===== src/hw/rtl/ffha_pkg.sv =====
package ffha_pkg;

  // field widths
  localparam int ADDR_W = 23;
  localparam int DATA_W = 22;
  localparam int AMNT_W = ADDR_W + 1;
  localparam int CIDX_W = 3;

  // operation codes
  typedef enum logic [1:0] {
    OP_INIT  = 2'd0,
    OP_ALLOC = 2'd1,
    OP_FREE  = 2'd2
  } op_t;

  // result status codes
  typedef enum logic [1:0] {
    ST_OK      = 2'd0,
    ST_NOFIT   = 2'd1,
    ST_BADADDR = 2'd2,
    ST_FULL    = 2'd3
  } status_t;

  // configuration register indexes
  localparam logic [CIDX_W-1:0] CFG_MEM_START  = 3'd0;
  localparam logic [CIDX_W-1:0] CFG_HOLE_START = 3'd1;
  localparam logic [CIDX_W-1:0] CFG_HOLE_END   = 3'd2;
  localparam logic [CIDX_W-1:0] CFG_MEM_END    = 3'd3;

  // configuration reset values
  localparam logic [ADDR_W-1:0] RST_MEM_START  = 23'd131072;
  localparam logic [ADDR_W-1:0] RST_HOLE_START = 23'd655360;
  localparam logic [ADDR_W-1:0] RST_HOLE_END   = 23'd1048576;
  localparam logic [ADDR_W-1:0] RST_MEM_END    = 23'd4194304;

  // controller to datapath
  typedef struct packed {
    logic    load;
    logic    cnt_clr;
    logic    rnd;
    logic    fscan;
    logic    uscan;
    logic    awrite;
    logic    usrch;
    logic    fsrch;
    logic    fwrite;
    logic    init1;
    logic    init2;
    logic    res_load;
    status_t res_status;
    logic    res_alloc;
    logic    out_load;
  } cmd_t;

  // datapath to controller
  typedef struct packed {
    logic [1:0] op;
    logic       fa_zero;
    logic       rnd_last;
    logic       fdone;
    logic       udone;
    logic       udone_rd;
    logic       best_found;
    logic       u_found;
    logic       match;
    logic       fw_ok;
    logic       out_busy;
  } sts_t;

endpackage


===== src/hw/rtl/ffha_ctrl.sv =====
module ffha_ctrl (
  input  logic           clk,
  input  logic           rst_n,
  input  logic           in_tvalid,
  output logic           in_tready,
  input  ffha_pkg::sts_t sts,
  output ffha_pkg::cmd_t cmd
);

  typedef enum logic [12:0] {
    S_IDLE   = 13'b0000000000001,
    S_DISP   = 13'b0000000000010,
    S_INIT1  = 13'b0000000000100,
    S_INIT2  = 13'b0000000001000,
    S_RND    = 13'b0000000010000,
    S_FSCAN  = 13'b0000000100000,
    S_USCAN  = 13'b0000001000000,
    S_AWRITE = 13'b0000010000000,
    S_USRCH  = 13'b0000100000000,
    S_FSRCH  = 13'b0001000000000,
    S_FWRITE = 13'b0010000000000,
    S_DONE   = 13'b0100000000000,
    S_SPARE  = 13'b1000000000000
  } state_t;

  state_t state_r, state_nxt;

  assign in_tready = (state_r == S_IDLE);

  // next state and commands
  always_comb begin
    state_nxt = state_r;
    cmd = '0;
    cmd.res_status = ffha_pkg::ST_OK;
    unique case (state_r)
      S_IDLE: begin
        if (in_tvalid) begin
          cmd.load  = 1'b1;
          state_nxt = S_DISP;
        end
      end
      S_DISP: begin
        cmd.cnt_clr = 1'b1;
        unique case (sts.op)
          ffha_pkg::OP_INIT:  state_nxt = S_INIT1;
          ffha_pkg::OP_ALLOC: state_nxt = S_RND;
          ffha_pkg::OP_FREE: begin
            if (sts.fa_zero) begin
              cmd.res_load   = 1'b1;
              cmd.res_status = ffha_pkg::ST_BADADDR;
              state_nxt      = S_DONE;
            end else begin
              state_nxt = S_USRCH;
            end
          end
          default: state_nxt = S_DONE;
        endcase
      end
      S_INIT1: begin
        cmd.init1 = 1'b1;
        state_nxt = S_INIT2;
      end
      S_INIT2: begin
        cmd.init2 = 1'b1;
        state_nxt = S_DONE;
      end
      S_RND: begin
        cmd.rnd = 1'b1;
        if (sts.rnd_last) begin
          cmd.cnt_clr = 1'b1;
          state_nxt   = S_FSCAN;
        end
      end
      S_FSCAN: begin
        cmd.fscan = 1'b1;
        if (sts.fdone) begin
          cmd.cnt_clr = 1'b1;
          if (sts.best_found) begin
            state_nxt = S_USCAN;
          end else begin
            cmd.res_load   = 1'b1;
            cmd.res_status = ffha_pkg::ST_NOFIT;
            state_nxt      = S_DONE;
          end
        end
      end
      S_USCAN: begin
        cmd.uscan = 1'b1;
        if (sts.u_found) begin
          state_nxt = S_AWRITE;
        end else if (sts.udone) begin
          cmd.res_load   = 1'b1;
          cmd.res_status = ffha_pkg::ST_FULL;
          state_nxt      = S_DONE;
        end
      end
      S_AWRITE: begin
        cmd.awrite    = 1'b1;
        cmd.res_load  = 1'b1;
        cmd.res_alloc = 1'b1;
        state_nxt     = S_DONE;
      end
      S_USRCH: begin
        cmd.usrch = 1'b1;
        if (sts.udone_rd) begin
          cmd.cnt_clr = 1'b1;
          if (sts.match) begin
            state_nxt = S_FSRCH;
          end else begin
            cmd.res_load   = 1'b1;
            cmd.res_status = ffha_pkg::ST_BADADDR;
            state_nxt      = S_DONE;
          end
        end
      end
      S_FSRCH: begin
        cmd.fsrch = 1'b1;
        if (sts.fdone) begin
          state_nxt = S_FWRITE;
        end
      end
      S_FWRITE: begin
        cmd.fwrite     = 1'b1;
        cmd.res_load   = 1'b1;
        cmd.res_status = sts.fw_ok ? ffha_pkg::ST_OK : ffha_pkg::ST_FULL;
        state_nxt      = S_DONE;
      end
      S_DONE: begin
        if (!sts.out_busy) begin
          cmd.out_load = 1'b1;
          state_nxt    = S_IDLE;
        end
      end
      default: state_nxt = S_IDLE;
    endcase
  end

  // state register
  always_ff @(posedge clk) begin
    if (!rst_n) begin
      state_r <= S_IDLE;
    end else begin
      state_r <= state_nxt;
    end
  end

  // done and allocate-write states hand on as expected; items are taken only in idle
  a_done_exit: assert property (@(posedge clk) disable iff (!rst_n)
    (state_r == S_DONE) && !sts.out_busy |=> (state_r == S_IDLE))
    else $error("done state did not hand off result");
  a_awrite_once: assert property (@(posedge clk) disable iff (!rst_n)
    (state_r == S_AWRITE) |=> (state_r == S_DONE))
    else $error("allocate write not followed by done");
  a_accept_idle: assert property (@(posedge clk) disable iff (!rst_n)
    cmd.load |-> (state_r == S_IDLE))
    else $error("item taken outside idle");

endmodule


===== config.mk =====
export PLATFORM = sky130hd
export DESIGN_NAME = ffha_ctrl
export DESIGN_NICKNAME = d
export VERILOG_FILES = /design/src/hw/rtl/ffha_pkg.sv /design/src/hw/rtl/ffha_ctrl.sv
export SDC_FILE = /design/constraint.sdc
export NUM_CORES = 1
export LEC_CHECK = 0
export ABC_CLOCK_PERIOD_IN_PS = 4640
export BUFFER_PORTS_ARGS = -buffer_cell sky130_fd_sc_hd__buf_2
export CORE_UTILIZATION = 45
export CTS_CLUSTER_SIZE = 16
export DETAILED_ROUTE_END_ITERATION = 10
export PLACE_DENSITY = 0.82
export SLEW_MARGIN = 15
export SYNTH_ARGS = -nofsm -noshare
export SYNTH_HDL_FRONTEND = slang
export SYNTH_SLANG_ARGS = --single-unit

===== constraint.sdc =====
create_clock -name clk -period 4.64 [get_ports clk]
set_input_delay 0.928 -clock clk [delete_from_list [all_inputs] [get_ports clk]]
set_output_delay 0.928 -clock clk [all_outputs]
set_load 0.02 [all_outputs]

Yosys cells after proc, flatten, opt, wreduce, memory -nomap -nowiden
Cells that the tools add are included.
{ "word_totals": {"ff_bits": 13, "latch_bits": 0, "ramBits": 0, "rom_bits": 0, "input_bits": 15, "out_inout_bits": 17, "elab_cells": 67, "n_memories": 0} }
{ "classes": {"add_sub_neg": 0, "mul": 0, "n_div": 0, "magnitude_cmp": 0, "n_eq_ne": 21, "shifts": 0, "muxes": 41, "n_bitwise": 0, "n_reduce_logical": 4} }
{ "op_table": {"columns": ["operator", "count"], "rows": [
  ["one-hot mux 13 bit (10 select lines)", 1],
  ["2-to-1 mux 13 bit", 8],
  ["one-hot mux 13 bit (3 select lines)", 1],
  ["2-to-1 mux 12 bit", 3],
  ["2-to-1 mux 3 bit", 8],
  ["2-to-1 mux 1 bit", 16],
  ["== test 13 x 1 -> 1 bit (second input constant)", 1],
  ["== test 13 x 10 -> 1 bit (second input constant)", 1],
  ["== test 13 x 11 -> 1 bit (second input constant)", 1],
  ["== test 13 x 12 -> 1 bit (second input constant)", 1],
  ["== test 13 x 2 -> 1 bit (second input constant)", 1],
  ["== test 13 x 3 -> 1 bit (second input constant)", 1],
  ["== test 13 x 4 -> 1 bit (second input constant)", 1],
  ["== test 13 x 5 -> 1 bit (second input constant)", 1],
  ["== test 13 x 6 -> 1 bit (second input constant)", 1],
  ["== test 13 x 7 -> 1 bit (second input constant)", 1],
  ["== test 13 x 8 -> 1 bit (second input constant)", 1],
  ["== test 13 x 9 -> 1 bit (second input constant)", 1],
  ["inequality test 2 bit (second input constant)", 6],
  ["one-hot mux 2 bit (5 select lines)", 1],
  ["AND reduction 7 bit", 1],
  ["one-hot mux 1 bit (5 select lines)", 1],
  ["one-hot mux 1 bit (4 select lines)", 1],
  ["inequality test 3 bit (second input constant)", 1],
  ["6 further kinds", 6]
]} }

Longest topological paths before layout
Gate-level depths: netlist of run 1.
{ "logic_depth": {"ltp_word": 3, "mapped_depth": 7, "mapped_depth_nobuf": 6} }

Worst setup path after synthesis of run 1
Ideal clock, no wire load.
{ "synth_timing": {"kind": "reg2out", "start": "register state_r[0]", "end": "output port cmd[10] (netlist name)", "arrival_ns": 2.132, "t_required_ns": 3.712, "setup_slack_ns": 1.580, "path_stages_with_launch": 6, "n_path_buf": 2, "cell_sequence": "dfxtp_1 -> buf_6 -> nor4_2 -> nand2_1 -> nor4_1 -> buf_4"} }
{ "synth_rtl": {"columns": ["element", "line", "rtl"], "rows": [
  ["from (decl)", "ffha_ctrl.sv:26", "state_t state_r, state_nxt;"],
  ["from (signal assigned)", "ffha_ctrl.sv:143", "state_r <= state_nxt;"],
  ["to (decl)", "ffha_ctrl.sv:7", "output ffha_pkg::cmd_t cmd"]
]} }

==> flow_summary.yaml, run 1 <==
outcome:
  outcome: "finished, final reports clean"
clocking:
  worst_skew_pair.late_latency_ps: 280
  clock_tree_from_tritoncts: "built"
  cts_buffers: 3
  htreeDepth: 1
  clock_tree_buffer_depth: 2
  hold_buffers: 0
  cts.repair_timing.setup_buffer_count: 0
  clkSlewWorstSetupHoldPaths_ps: 60
  clock_tree.root_cell: "clkbuf_4"
  cts.sinks: 12
  cts_repair_resize_count: 0
min_path:
  hold_path.startpoint: "state_r[5]$_SDFFE_PN0P_"
  holdCritPathClass: "reg -> reg"
final_layout:
  drive_above_1_share: 0.3057
  layout-area-overhead-vs-synth_pct: 10.41
  top_register: "state_r"
  layout_top_registers: "state_r x12"
  layout.cells.most_common: "buf_2"
  layout.nets: 174
  final_non_filler_cell_area_mm2: 0.001207
  number_of_flip_flops_in_the_largest_register: 12
  antenna_cells_inserted: 0
  layout.cells.most_common_list: "buf_2, dfxtp_1, nor2_1, nand2_1, nor4_1"
logic_synthesis:
  mappedNetlistNets: 147
  syn_area_per_cell_um2: 8.284
  number_of_synthesized_register_bits: 12
  synthCells: 132
  seq_area_frac_synth: 0.2197
  netlist-cell-type-count: 49
  synth_area_mm2: 0.001094
  yosys_warnings: 0
placement:
  place.gp.congestion: 0.9351
  dpl_cell_area_mm2: 0.001185
  io_buffers: 31
  detailed_place_hpwl_um: 2295
route:
  route.vias.total: 1160
  antenna_left: 0
  drt-initial-drc-count: 63
  via_per_inst: 6.270
  post-route-drc-count: 0
  postRouteWirelength_um: 2972
  routedWlPerCell_um: 16.06
  first_pass_iters: 4
power:
  final_total_pwr_uw: 280.4
  power_per_cell_area_mw_per_mm2: 232.2
  worst_ir_drop_vdd_mv: 0.1769
  p_leak_nw: 0.5316
floorplan:
  design.die.area_mm2: 0.002631
  die_w_um: 51.30
  core.rowCount: 17
  design.portCount: 32
  start_util: 0.4850
  fp.coreArea_mm2: 0.002255
  floorplan.die.height_um: 51.30
job:
  drv_cap: 0
sta:
  worst_clock_skew_ps: 11.37
  clock.fmax_mhz: 284.6
  fin_worst_hold_slack_ps: 694.8
  finalSetupTns_ps: 0
  finalMaxSlewViolations: 0
  max_slew.worst_pin.slew_ps: 751.1
  timing.final.crit_period_ps: 3513
  period_share: 0.7572
  rsz_0062_raised_after_global_routing: "false"
  setup_viol: 0
  maxSlewHeadroom: 0.4951
  final_hold_viol_count: 0
setup_path:
  minimum_setup_slack_among_reg_to_reg_paths_ps: 2420
  worst_setup_path_end_kind: "output pin"
  worst_r2r_startpoint: "state_r[0]$_SDFFE_PN1P_"
  worst_r2r_path_depth: 5
  critical_path_at_ps: 2590
  worst-endpoint-required_ps: 3710
  timing.critical_path.to: "cmd[3]"
  worst_setup_path_startpoint: "state_r[5]$_SDFFE_PN0P_"
  crit-reg2reg-capture: "state_r[1]$_SDFFE_PN0P_"
  worstSetupPathType: "reg -> out"
  path_max_fanout: 12
  worst_setup_path_start_kind: "flip-flop"
global_route:
  first_global_vias: 1011
  antenna_violations_before_repair: 0
  grt_overflow: 0
  grt_total_usage: 0.2543
  grt_start_max_net_pins: 13
  first_pass_grt_wire_length_um: 4940
==> final cells by class <==
class                      instances  area (um^2)
multi-input combinational        108        743.2
tap                               28        35.03
clock buffer                       3        22.52
sequential                        12        240.2
fill                             242         1047
timing repair buffer              31        155.1
inverter                           3        11.26
==> cell usage after synthesis, drive strengths merged <==
library cell / n / area share
a2111oi: 1 / 0.0080
a211oi: 1 / 0.0069
a21boi: 1 / 0.0069
a21o: 1 / 0.0069
a21oi: 3 / 0.014
and2: 3 / 0.017
and3: 4 / 0.024
buf: 8 / 0.078
clkbuf: 1 / 0.013
dfxtp: 12 / 0.22
inv: 3 / 0.010
nand2: 9 / 0.033
nand2b: 4 / 0.023
nand3: 3 / 0.014
nand3b: 3 / 0.021
nand4: 6 / 0.034
nor2: 10 / 0.034
nor2b: 3 / 0.017
nor3: 7 / 0.032
nor3b: 4 / 0.038
nor4: 12 / 0.10
nor4b: 4 / 0.032
o21a: 3 / 0.021
o21ai: 1 / 0.0046
o221ai: 2 / 0.022
o22ai: 2 / 0.011
o2bb2ai: 1 / 0.0080
o31ai: 2 / 0.014
o41ai: 1 / 0.0080
or2: 2 / 0.011
or3: 2 / 0.013
or3b: 4 / 0.032
or4: 5 / 0.041
or4b: 1 / 0.0092
xor2: 3 / 0.024
==> logic make-up (layout without fill, tap and decap cells) <==
logic type / count (synthesis) / count (layout) / synth area share
AND/OR/NAND/NOR: 86 / 86 / 0.5252
XOR/XNOR: 3 / 3 / 0.02403
buffers and inverters: 12 / 37 / 0.1007
AO/OA/AOI/OAI: 19 / 19 / 0.1304
flip-flops: 12 / 12 / 0.2197
==> worst min path at each step <==
stage / endpoint / slack [ps] / cells after the start
3_3_place_gp: state_r[5]$_SDFFE_PN0P_ / 650 / 2
5_1_grt: state_r[5]$_SDFFE_PN0P_ / 750 / 2
3_5_place_dp: state_r[5]$_SDFFE_PN0P_ / 670 / 2
6_report: state_r[5]$_SDFFE_PN0P_ / 690 / 2
4_1_cts: state_r[5]$_SDFFE_PN0P_ / 680 / 2
2_1_floorplan: state_r[5]$_SDFFE_PN0P_ / 610 / 3
==> routing by layer <==
| metal | up-vias | part of all wire | GRT usage | routed length (um) |
|---|---|---|---|---|
| li1 | 561 | - | - | - |
| met1 | 512 | 0.42 | 0.3446 | 1247 |
| met2 | 76 | 0.47 | 0.4079 | 1386 |
| met3 | 11 | 0.094 | 0.02679 | 278 |
| met4 | 0 | 0.020 | 0.1036 | 59 |
| met5 | - | 0 | 0 | 0 |
==> power breakdown <==
part,internal [mW],switching (mW)
Combinational,0.0377,0.0590
Sequential,0.108,0.0110
Clock,0.0302,0.0348
Total,0.176,0.105
==> per-stage QoR <==
stage          worst slack [ps]  std cells  utilization
2_1_floorplan              1580        132            -
3_3_place_gp               1411        182       0.5255
3_5_place_dp               1335        182       0.5255
4_1_cts                    1180        185       0.5355
5_1_grt                    1009        185       0.5355
6_report                   1127        185       0.5355
==> worst max-delay path, stage by stage (launching register included) <==
cell      delay [ps]
dfxtp_1          450
nor4_2           580
nand2_2          170
or4_1            550
o221ai_1         250
or2_1            140
buf_2            160
(Power assumes the default switching activity.)
==> run 2, diff against run 1 <==
--- a/config.mk
+++ b/config.mk
@@ -5,7 +5,7 @@
 export SDC_FILE = /design/constraint.sdc
 export NUM_CORES = 1
 export LEC_CHECK = 0
-export ABC_CLOCK_PERIOD_IN_PS = 4640
+export ABC_CLOCK_PERIOD_IN_PS = 3490
 export BUFFER_PORTS_ARGS = -buffer_cell sky130_fd_sc_hd__buf_2
 export CORE_UTILIZATION = 45
 export CTS_CLUSTER_SIZE = 16
==> constraint.sdc (replaced) <==
create_clock -name clk -period 3.49 [get_ports clk]
set_input_delay 0.698 -clock clk [delete_from_list [all_inputs] [get_ports clk]]
set_output_delay 0.698 -clock clk [all_outputs]
set_load 0.02 [all_outputs]
==> run 2 against run 1 <==
- critical path depth did not move
- power rose by 44%
- flip-flop and latch count did not move
- setup slack got worse by 680 ps
- wire length rose by 0.87%
- cell count rose by 2.2%
- register-to-register slack got worse by 1200 ps
- via count rose by 3.1%
- largest cell class unchanged
==> flow_summary.yaml, run 2 (synthesized netlist as in run 1, its figures left out) <==
clocking:
  cts.sinks: 12
  clkSlewWorstSetupHoldPaths_ps: 90
  hold_buffers: 0
  htreeDepth: 1
  worst_skew_pair.late_latency_ps: 280
  clock_tree_buffer_depth: 2
  cts_repair_resize_count: 0
  clock_tree.root_cell: "clkbuf_4"
  cts_buffers: 3
  cts.repair_timing.setup_buffer_count: 0
  clock_tree_from_tritoncts: "built"
placement:
  place.gp.congestion: 0.8986
  io_buffers: 31
  post-place-cells: 185
  detailed_place_hpwl_um: 2268
floorplan:
  fp.coreArea_mm2: 0.002255
  design.die.area_mm2: 0.002631
  floorplan.die.height_um: 51.30
  design.portCount: 32
  die_w_um: 51.30
  core.rowCount: 17
  start_util: 0.4850
min_path:
  min_delay_worst_endpoint: "state_r[2]$_SDFFE_PN0P_"
  holdCritPathClass: "in -> reg"
  hold_path.startpoint: "sts[11]"
  hold-path-cell-count: 2
setup_path:
  path_max_fanout: 10
  crit-reg2reg-capture: "state_r[1]$_SDFFE_PN0P_"
  worst-endpoint-required_ps: 2790
  worst_r2r_path_depth: 5
  minimum_setup_slack_among_reg_to_reg_paths_ps: 1260
  worst_setup_path_startpoint: "state_r[0]$_SDFFE_PN1P_"
  worst_setup_path_start_kind: "flip-flop"
  worst_r2r_startpoint: "state_r[4]$_SDFFE_PN0P_"
  worstSetupPathType: "reg -> out"
  critical_path_at_ps: 2350
  worst_setup_path_end_kind: "output pin"
power:
  pwr-share-seq: 0.391
  clock_power_share: 0.284
  switching_share: 0.3548
  power_per_cell_area_mw_per_mm2: 325.4
  worst_ir_drop_vdd_mv: 0.2382
  comb_power_share: 0.325
  p_leak_nw: 0.5524
  power_switching_uw: 143.6
  intPower_uw: 261.1
outcome:
  outcome: "finished, final reports clean"
final_layout:
  antenna_cells_inserted: 0
  layout.cells.most_common_list: "buf_2, dfxtp_1, nor2_1, nand2_1, nor4_1"
  top_register: "state_r"
  layout_top_registers: "state_r x12"
  layout.nets: 177
  filler_cell_count: 230
  drive_above_1_share: 0.3230
  layout-area-overhead-vs-synth_pct: 13.73
  layout.cells.most_common: "buf_2"
  fin_cells: 189
  number_of_flip_flops_in_the_largest_register: 12
sta:
  timing.final.crit_period_ps: 3046
  rsz_0062_raised_after_global_routing: "false"
  maxSlewHeadroom: 0.6108
  finalMaxSlewViolations: 0
  fin_worst_hold_slack_ps: 599.1
  finalSetupTns_ps: 0
  setup_viol: 0
  final_hold_viol_count: 0
  max_slew.worst_pin.slew_ps: 569.1
  clock.fmax_mhz: 328.2
  worst_clock_skew_ps: 8.500
  period_share: 0.8729
route:
  routedWlPerCell_um: 15.86
  via_per_inst: 6.328
  postRouteWirelength_um: 2998
  route.vias.total: 1196
  post-route-drc-count: 0
  first_pass_iters: 4
  drt-initial-drc-count: 59
  antenna_left: 0
global_route:
  grt_total_usage: 0.2455
  grt_start_max_net_pins: 13
  antenna_violations_before_repair: 0
  grt_overflow: 0
  first_global_vias: 1074
  first_pass_grt_wire_length_um: 4774
job:
  drv_cap: 0
## run 2: power by group through the flow
stage	clock network, mW	logic (mW)	registers (mW)
floorplan	0	0.100	0.152
finish	0.115	0.132	0.158
detailed placement	0	0.129	0.161
global route	0.122	0.143	0.160
global placement	0	0.126	0.160
CTS	0.117	0.130	0.157
## run 2: worst max path at each step
stage	end	slack, ps	cells past startpoint
finish	cmd[2]	440	6
global route	cmd[2]	240	6
CTS	cmd[2]	420	6
detailed placement	cmd[3]	690	6
global placement	cmd[4]	730	6
floorplan	cmd[10]	660	5
## run 2: metal layers
metal  GRT usage  vias up  wire [um]
li1            -      566          -
met1      0.3030      545       1227
met2      0.3947       69       1432
met3     0.02976       16        221
met4      0.1667        0        116
met5           0        -          0
## run 2: final cells by class
class | instances | area [um^2] | share of cell area
multi-input cells | 108 | 743.2 | 0.5976
inverters | 3 | 11.26 | 0.009054
flip-flops and latches | 12 | 240.2 | 0.1932
well taps | 28 | 35.03 | 0.02817
clock buffers | 4 | 36.28 | 0.02918
repair buffers | 34 | 177.7 | 0.1429
## run 2: per-stage QoR
step	total power [mW]	utilization	instance area [um^2]	setup slack (ps)
3_3_place_gp	0.2862	0.5355	1207	725.5
5_1_grt	0.4246	0.5516	1244	239.0
2_1_floorplan	0.2519	-	1094	660.5
3_5_place_dp	0.2896	0.5355	1207	693.5
6_report	0.4046	0.5516	1244	443.5
4_1_cts	0.4037	0.5516	1244	422.6
## run 2: worst max-delay path, cell delays in order, from the launching register on
cell	delay (ps)
dfxtp_1	410
or4_4	590
or3_1	410
nor4b_1	340
nor2_1	90
nand2_1	70
buf_2	150
==> run 3, diff against run 2 <==
--- a/config.mk
+++ b/config.mk
@@ -10,7 +10,7 @@
 export CORE_UTILIZATION = 45
 export CTS_CLUSTER_SIZE = 16
 export DETAILED_ROUTE_END_ITERATION = 10
-export PLACE_DENSITY = 0.82
+export PLACE_DENSITY = 0.7
 export SLEW_MARGIN = 15
 export SYNTH_ARGS = -nofsm -noshare
 export SYNTH_HDL_FRONTEND = slang
==> run 3 against run 2 <==
- count of clock-buffer cells in the layout stayed put
- wire length is 3.7% higher
- critical path type unchanged
- highest routed layer unchanged
- sequential share of layout area stayed put
- critical endpoint unchanged
- clock power is 3% higher
- combinational power hardly changed
- non-clock buffer count stayed put
==> flow_summary.yaml, run 3 (synthesized netlist as in run 1, its figures left out) <==
clocking:
  worst_skew_pair.late_latency_ps: 300
  htreeDepth: 1
  clkSlewWorstSetupHoldPaths_ps: 90
  cts_buffers: 3
  clock_tree_from_tritoncts: "built"
  cts.sinks: 12
  hold_buffers: 0
  cts.repair_timing.setup_buffer_count: 0
  cts_repair_resize_count: 0
  clock_tree.root_cell: "clkbuf_4"
  clock_tree_buffer_depth: 2
power:
  worst_ir_drop_vdd_mv: 0.2342
  pwr-share-seq: 0.389
  power_per_cell_area_mw_per_mm2: 326.8
  comb_power_share: 0.317
  power_switching_uw: 145.3
  p_leak_nw: 0.5524
  switching_share: 0.3575
  clock_power_share: 0.294
  final_total_pwr_uw: 406.5
  intPower_uw: 261.1
final_layout:
  top_register: "state_r"
  antenna_cells_inserted: 0
  layout_top_registers: "state_r x12"
  number_of_flip_flops_in_the_largest_register: 12
  drive_above_1_share: 0.3230
  layout.nets: 177
  filler_cell_count: 245
  layout-area-overhead-vs-synth_pct: 13.73
  layout.cells.most_common_list: "buf_2, dfxtp_1, nor2_1, nand2_1, nor4_1"
  layout.cells.most_common: "buf_2"
setup_path:
  worst-endpoint-required_ps: 2790
  path_max_fanout: 10
  minimum_setup_slack_among_reg_to_reg_paths_ps: 1250
  worst_setup_path_end_kind: "output pin"
  worst_r2r_startpoint: "state_r[8]$_SDFFE_PN0P_"
  worst_r2r_path_depth: 5
  crit-reg2reg-capture: "state_r[1]$_SDFFE_PN0P_"
  worstSetupPathType: "reg -> out"
  worst_setup_path_start_kind: "flip-flop"
  critical_path_at_ps: 2490
global_route:
  first_global_vias: 1048
  grt_overflow: 0
  grt_start_max_net_pins: 13
  first_pass_grt_wire_length_um: 4878
  antenna_violations_before_repair: 0
  grt_total_usage: 0.2546
floorplan:
  start_util: 0.4850
  fp.coreArea_mm2: 0.002255
  design.portCount: 32
  core.rowCount: 17
  die_w_um: 51.30
  floorplan.die.height_um: 51.30
  design.die.area_mm2: 0.002631
min_path:
  min_delay_worst_endpoint: "state_r[2]$_SDFFE_PN0P_"
  hold-path-cell-count: 2
  hold_path.startpoint: "sts[10]"
  holdCritPathClass: "in -> reg"
route:
  via_per_inst: 6.296
  routedWlPerCell_um: 16.46
  drt-initial-drc-count: 42
  postRouteWirelength_um: 3110
  route.vias.total: 1190
  post-route-drc-count: 0
  antenna_left: 0
  first_pass_iters: 5
sta:
  period_share: 0.9131
  finalSetupTns_ps: 0
  worst_clock_skew_ps: 13.64
  setup_viol: 0
  rsz_0062_raised_after_global_routing: "false"
  clock.fmax_mhz: 313.8
  maxSlewHeadroom: 0.6854
  finalMaxSlewViolations: 0
  max_slew.worst_pin.slew_ps: 465.4
  final_hold_viol_count: 0
  timing.final.crit_period_ps: 3187
outcome:
  outcome: "finished, final reports clean"
job:
  drv_cap: 0
placement:
  place.gp.congestion: 0.9224
  io_buffers: 31
  detailed_place_hpwl_um: 2365
run 3: cell counts in the layout (fill, tap and decap cells not counted):
Identical to the previous run, type by type.
run 3: how the worst max path moves through the flow:
stage / start / endpoint / slack (ps) / depth (start not counted)
floorplan: state_r[0]$_SDFFE_PN1P_ / cmd[10] / 660 / 5
global placement: sts[10] / cmd[4] / 690 / 6
detailed placement: sts[10] / cmd[3] / 660 / 6
CTS: state_r[0]$_SDFFE_PN1P_ / cmd[2] / 310 / 6
global route: state_r[0]$_SDFFE_PN1P_ / cmd[2] / 150 / 6
finish: state_r[0]$_SDFFE_PN1P_ / cmd[2] / 300 / 6
run 3: power by group through the flow:
stage	sequential [mW]	combinational, mW	clock (mW)
5_1_grt	0.159	0.139	0.125
3_5_place_dp	0.161	0.127	0
2_1_floorplan	0.152	0.100	0
3_3_place_gp	0.160	0.127	0
6_report	0.158	0.129	0.119
4_1_cts	0.158	0.127	0.121
run 3: critical path, cell delays in order (launching register included):
cell     delay (ps)
dfxtp_1         410
or4_4           590
or3_1           410
nor4b_1         430
nor2_1          110
nand2_1          90
buf_2           160
run 3: through the flow:
stage	std cells	hold slack [ps]	worst slack (ps)	utilization	area, um^2
6_report	189	588.8	303.2	0.5516	1244
5_1_grt	189	608.1	150.4	0.5516	1244
4_1_cts	189	591.4	310.2	0.5516	1244
3_5_place_dp	185	658.5	663.3	0.5355	1207
3_3_place_gp	185	620.4	692.1	0.5355	1207
2_1_floorplan	132	612.1	660.5	-	1094
run 3: per-layer routing:
layer,wire [um],share of wire,track usage
met1,1238,0.40,0.3118
met2,1521,0.49,0.4496
met3,281,0.090,0.02083
met4,70,0.023,0.1126
met5,0,0,0
run 3: cell type report:
cell class | instances | area, um^2 | area share
clock buffer | 4 | 36.28 | 0.02918
inverter | 3 | 11.26 | 0.009054
multi-input combinational | 108 | 743.2 | 0.5976
sequential | 12 | 240.2 | 0.1932
tap | 28 | 35.03 | 0.02817
timing repair buffer | 34 | 177.7 | 0.1429
